### src/hw/rtl/nsl_pkg.sv
`default_nettype none

package nsl_pkg;

    localparam int COORD_W = 11;
    localparam int LABEL_W = 2;
    localparam int DIST_W = 22;
    localparam int COUNT_W = 4;
    localparam int WORD_W = 32;
    localparam int MAX_LANDMARKS = 16;

    localparam int NUM_SITES_DEF = 10;
    localparam int NUM_LANDMARKS_DEF = 16;

    localparam logic [DIST_W-1:0] DIST_MAX = {DIST_W{1'b1}};

    // Landmark coordinates, landmark 0 first.
    localparam logic [COORD_W-1:0] MARK_X [MAX_LANDMARKS] = '{
        11'd200, 11'd1400, 11'd1400, 11'd200,
        11'd800, 11'd800, 11'd200, 11'd1400,
        11'd500, 11'd1100, 11'd1100, 11'd500,
        11'd800, 11'd800, 11'd500, 11'd1100
    };

    localparam logic [COORD_W-1:0] MARK_Y [MAX_LANDMARKS] = '{
        11'd200, 11'd1000, 11'd200, 11'd1000,
        11'd200, 11'd1000, 11'd600, 11'd600,
        11'd400, 11'd800, 11'd400, 11'd800,
        11'd400, 11'd800, 11'd600, 11'd600
    };

endpackage

`default_nettype wire

### src/hw/rtl/nsl_dist_unit.sv
`default_nettype none

module nsl_dist_unit #(
    parameter logic [nsl_pkg::COORD_W-1:0] MARK_X = '0,
    parameter logic [nsl_pkg::COORD_W-1:0] MARK_Y = '0
) (
    input  wire logic [nsl_pkg::COORD_W-1:0] x,
    input  wire logic [nsl_pkg::COORD_W-1:0] y,
    output logic      [nsl_pkg::DIST_W-1:0]  sq_dist
);

    logic [nsl_pkg::COORD_W-1:0]  dx;
    logic [nsl_pkg::COORD_W-1:0]  dy;
    logic [2*nsl_pkg::COORD_W-1:0] dx_sq;
    logic [2*nsl_pkg::COORD_W-1:0] dy_sq;
    logic [2*nsl_pkg::COORD_W:0]   sum;

    assign dx = (x > MARK_X) ? x - MARK_X : MARK_X - x;
    assign dy = (y > MARK_Y) ? y - MARK_Y : MARK_Y - y;
    assign dx_sq = (2*nsl_pkg::COORD_W)'(dx) * (2*nsl_pkg::COORD_W)'(dx);
    assign dy_sq = (2*nsl_pkg::COORD_W)'(dy) * (2*nsl_pkg::COORD_W)'(dy);
    assign sum = {1'b0, dx_sq} + {1'b0, dy_sq};

    // Distances that do not fit clamp to all ones.
    assign sq_dist = (sum > {1'b0, nsl_pkg::DIST_MAX}) ? nsl_pkg::DIST_MAX
                                                       : sum[nsl_pkg::DIST_W-1:0];

endmodule

`default_nettype wire

### config.mk
export PLATFORM = sky130hd
export DESIGN_NAME = nsl_dist_unit
export DESIGN_NICKNAME = d
export VERILOG_FILES = /design/src/hw/rtl/nsl_pkg.sv /design/src/hw/rtl/nsl_dist_unit.sv
export SDC_FILE = /design/constraint.sdc
export NUM_CORES = 1
export LEC_CHECK = 0
export BUFFER_PORTS_ARGS = -buffer_cell sky130_fd_sc_hd__buf_4
export CAP_MARGIN = 20
export CORE_ASPECT_RATIO = 0.9
export CORE_MARGIN = 1.5
export CORE_UTILIZATION = 40
export DETAILED_ROUTE_END_ITERATION = 16
export SETUP_SLACK_MARGIN = 0.05
export SLEW_MARGIN = 0
export SYNTH_ARGS = -nofsm -noshare
export SYNTH_HDL_FRONTEND = slang
export SYNTH_SLANG_ARGS = --single-unit
### constraint.sdc
create_clock -name vclk -period 8.4
set_input_delay 0.84 -clock vclk [all_inputs]
set_output_delay 0.84 -clock vclk [all_outputs]
set_load 0.05 [all_outputs]
# [Word-level counts from Yosys, hierarchy flattened]
# Index checks and enable logic that the tools add are counted.
[totals] ff_bits=0 in_bits=22 out_inout_bits=22 wordCells=11
[op_classes] add_sub_neg=3 n_mul=2 magnitude_cmp=3 n_mux=3
[ops] operator="multiplier 11 x 11 -> 22 bit" count=2
[ops] operator="adder 22 x 22 -> 23 bit" count=1
[ops] operator="> comparator 23 x 22 -> 1 bit (second input constant)" count=1
[ops] operator="> comparator 11 x 1 -> 1 bit (second input constant)" count=2
[ops] operator="2-to-1 mux 11 bit" count=2
[ops] operator="2-to-1 mux 22 bit" count=1
[ops] operator="subtractor 1 x 11 -> 11 bit (first input constant)" count=2

# [Longest topological paths before layout]
[depth] depth_word=6 ltp_mapped=30 mapped_depth_nobuf=27

# [Least setup slack after synthesis]
# OpenSTA, ideal clock, no wires.
[synth_path] kind="in2out" from="in x[0] (netlist name)" to="out sq_dist[12] (netlist name)" t_arrival_ns=8.014 required_time_ns=7.560 slack_ns=-0.454 stages=26 n_path_buf=3 path_cell_list="clkbuf_1 -> nor4_1 -> nand2_1 -> nor4_1 -> nor2b_1 -> buf_2 -> buf_2 -> nor2_1 -> nor2_1 -> fa_1 -> fa_1 -> inv_1 -> fa_1 -> fa_1 -> inv_1 -> fa_1 -> fa_1 -> inv_1 -> fa_1 -> inv_1 -> ha_1 -> a21oi_1 -> o21ai_0 -> a21oi_1 -> a21boi_0 -> o21ai_0"
[synth_between] elab_chain_len=6 word_cells_on_any_way=7 cone_classes="add/sub: 2; mul: 1; order compare: 2; mux: 2"
[synth_lines] element="from (decl)" line_no="nsl_dist_unit.sv:7" source="input wire logic [nsl_pkg::COORD_W-1:0] x,"
[synth_lines] element="subtractor 1 x 11 -> 11 bit / > comparator 11 x 1 -> 1 bit (equally long branches)" line_no="nsl_dist_unit.sv:18" source="assign dx = (x > MARK_X) ? x - MARK_X : MARK_X - x;"
[synth_lines] element="2-to-1 mux 11 bit (*)" line_no="nsl_dist_unit.sv:18"
[synth_lines] element="multiplier 11 x 11 -> 22 bit (*)" line_no="nsl_dist_unit.sv:20" source="assign dx_sq = (2*nsl_pkg::COORD_W)'(dx) * (2*nsl_pkg::COORD_W)'(dx);"
[synth_lines] element="adder 22 x 22 -> 23 bit (*)" line_no="nsl_dist_unit.sv:22" source="assign sum = {1'b0, dx_sq} + {1'b0, dy_sq};"
[synth_lines] element="> comparator 23 x 22 -> 1 bit" line_no="nsl_dist_unit.sv:25" source="assign sq_dist = (sum > {1'b0, nsl_pkg::DIST_MAX}) ? nsl_pkg::DIST_MAX"
[synth_lines] element="2-to-1 mux 22 bit (*)" line_no="nsl_dist_unit.sv:25"
[synth_lines] element="to (decl)" line_no="nsl_dist_unit.sv:9" source="output logic [nsl_pkg::DIST_W-1:0] sq_dist"
# Mark *: on every way between the ends. The rest lies on a longest branch, timed or not.

# [Worst setup path after layout]
# Ends and elaborated chain as after synthesis.

==> impl_metrics.csv <==
group,metric,value,unit
synth,yosysUniqueCellTypes,43,
grt,grt_use_met1,27.34,%
worst_setup_path,crit_top_cell,"fa_1",
cells_and_area,nNetsFinal,1268,
floorplanning,rows,46,
synth,syn_area,7194,µm²
worst_hold_path,whs_endpoint,"sq_dist[0]",
worst_setup_path,crit_path_end_kind,"primary output",
floorplanning,io_pins,44,
routing,drtIter0Drc,243,
floorplanning,die_area,18800,µm²
grt,grt_use_total,19.47,%
worst_setup_path,cp.required,7.56,ns
synth,yosysSeqAreaShare,0,%
grt,grt_pass1_wl,28.81,mm
floorplanning,die_h,130.2,µm
sta,setup_tns,0,ns
worst_setup_path,crit_path_max_incr_delay,0.59,ns
synth,yosysWarnings,0,
clock_tree,cts_hold_buf,0,
worst_setup_path,startpoint_type,"primary input",
worst_setup_path,worstPathMaxFanout,7,
routing,routed_via_density,4.666,
floorplanning,core_area,17610,µm²
sta,hold_viol_final,0,
sta,tightestPinTransition,0.5606,ns
grt,gr-max-usage-layer,"met2",
worst_hold_path,hp-class,"primary input to primary output",
synth,syn-num-nets,1122,
cells_and_area,multiInputGateArea,6723,µm²
routing,ant_nets,0,
cells_and_area,num-clock-buffers,0,
sta,drv_slew,0,
status,outcome,"finished, final reports clean",
synth,synth_cells,836,
grt,gr-total-overflow,0,
placed_design,hpwl,15.13,mm
cells_and_area,seq_area,0,µm²
routing,drc,0,
grt,antenna_found_initial,0,
job,maxCapViolCount,0,
cells_and_area,area_delta_synth_final,32.26,%
worst_hold_path,min_path_cells,6,
sta,max_freq,119.8,MHz
sta,post-route-period-util,99.37,%
worst_setup_path,critical_path_arrival,7.51,ns
worst_setup_path,crit_path_start,"x[0]",
floorplanning,start_util,40.85,%
sta,grt_setup_unrepaired,"true",
cells_and_area,seq_cell_count,0,
worst_setup_path,slowest_stage,"fa_2",
sta,setup-violations-final,0,
grt,grt_util_met2,34.93,%
routing,routed_wl,17.21,mm
routing,dr.pass1.iters,4,
routing,wl_per_cell,14.11,µm
placed_design,place.gp.congestion,0.8512,
placed_design,numPortBuffers,44,
routing,vias,5692,
grt,grt_pass1_vias,5983,
sta,relSlewSlack,62.36,%
cells_and_area,nFillCells,1642,
synth,syn_area_per_cell,8.606,µm²
floorplanning,die_w,144.4,µm
worst_setup_path,crit_family,"adder cells",
cells_and_area,antenna_cells,0,
worst_setup_path,path_class,"primary input to primary output",
cells_and_area,utilization,54.03,%
worst_hold_path,hold_path.startpoint,"x[0]",
grt,grt_max_degree,13,
cells_and_area,drive_gt1_share,27.14,%
worst_setup_path,path_buf_inv,9,
grt,grt_use_met3,1.174,%
sta,finalCriticalPeriod,8.347,ns
synth_stat cells, drive strengths merged (10+ instances only):
cell type / n / area share [%]
inv: 262 / 14
fa: 164 / 46
ha: 100 / 17
nand2: 63 / 3.3
nor2: 44 / 2.3
and2: 33 / 2.9
a21oi: 28 / 1.9
o21ai: 20 / 1.4
clkbuf: 19 / 0.99
xnor2: 12 / 1.5
a21o: 11 / 1.1
xor2: 11 / 1.3
nor2b: 10 / 0.87
cell usage in the layout (no fill, tap or decap), drive strengths merged, types with 2 or more instances in the layout:
master,synthesis,final
a21oi,28,28
nand2,63,63
o211ai,3,3
xor2,11,11
a31o,2,2
and3,3,3
o21a,2,2
nor2,44,44
nor2b,10,10
or2b,2,2
nand3,6,6
nor3,5,5
xnor2,12,12
nand2b,5,5
buf,6,169
nor4,6,6
fa,164,164
a31oi,2,2
ha,100,100
nand4,3,3
and2,33,33
inv,262,262
nand3b,2,2
a21o,11,11
o21ai,20,20
area by class of cell:
| class | count | area share (%) |
|---|---|---|
| multi-input combinational | 549 | 70.65 |
| inverter | 262 | 10.34 |
| tap | 240 | 3.156 |
| timing repair buffer | 169 | 15.86 |
per-layer routing:
layer,routed length (µm),part of all wire (%)
met1,7655,44
met2,8771,51
met3,694,4.0
met4,90,0.52
met5,0,0
what timing repair did:
action | 4_1_cts | 5_1_grt
pin swaps | 60 | 38
setup buffers | 15 | 4
setup endpoints to repair | 22 | 22
gates cloned | 1 | 0
gates resized for setup | 101 | 51
endpoints found under the hold margin | 0 | 0
per-stage QoR:
| stage | hold WS [ns] | std cells | setup WS [ns] | instance area [µm²] |
|---|---|---|---|---|
| floorplan | 2.139 | 836 | 0.05910 | 7426 |
| global placement | 2.340 | 1200 | -0.1248 | 8725 |
| detailed placement | 2.339 | 1200 | -0.2154 | 8725 |
| CTS | 2.396 | 1216 | -0.03309 | 9286 |
| global route | 2.457 | 1220 | -0.1854 | 9515 |
| finish | 2.407 | 1220 | 0.05311 | 9515 |
worst max path at each step:
| stage | to | depth (start not counted) | slack (ns) |
|---|---|---|---|
| 2_1_floorplan | sq_dist[10] | 30 | 0.06 |
| 3_3_place_gp | sq_dist[2] | 30 | -0.12 |
| 3_5_place_dp | sq_dist[2] | 30 | -0.22 |
| 4_1_cts | sq_dist[1] | 28 | -0.03 |
| 5_1_grt | sq_dist[0] | 27 | -0.19 |
| 6_report | sq_dist[12] | 28 | 0.05 |
cell families (layout without fill, tap and decap cells):
| kind of cell | count (synthesis) | count (layout) | synth area share, % |
|---|---|---|---|
| buffers and inverters | 287 | 431 | 15.29 |
| adders and majority gates | 264 | 264 | 63.03 |
| and+or+nand+nor | 185 | 185 | 12.35 |
| AOI/OAI and AO/OA | 75 | 75 | 6.243 |
| xor gates and xnor gates | 23 | 23 | 2.800 |
| muxes | 2 | 2 | 0.2956 |
Power is not shown: default switching activity piles up to over one toggle a cycle in this logic, so the estimate is an artifact.
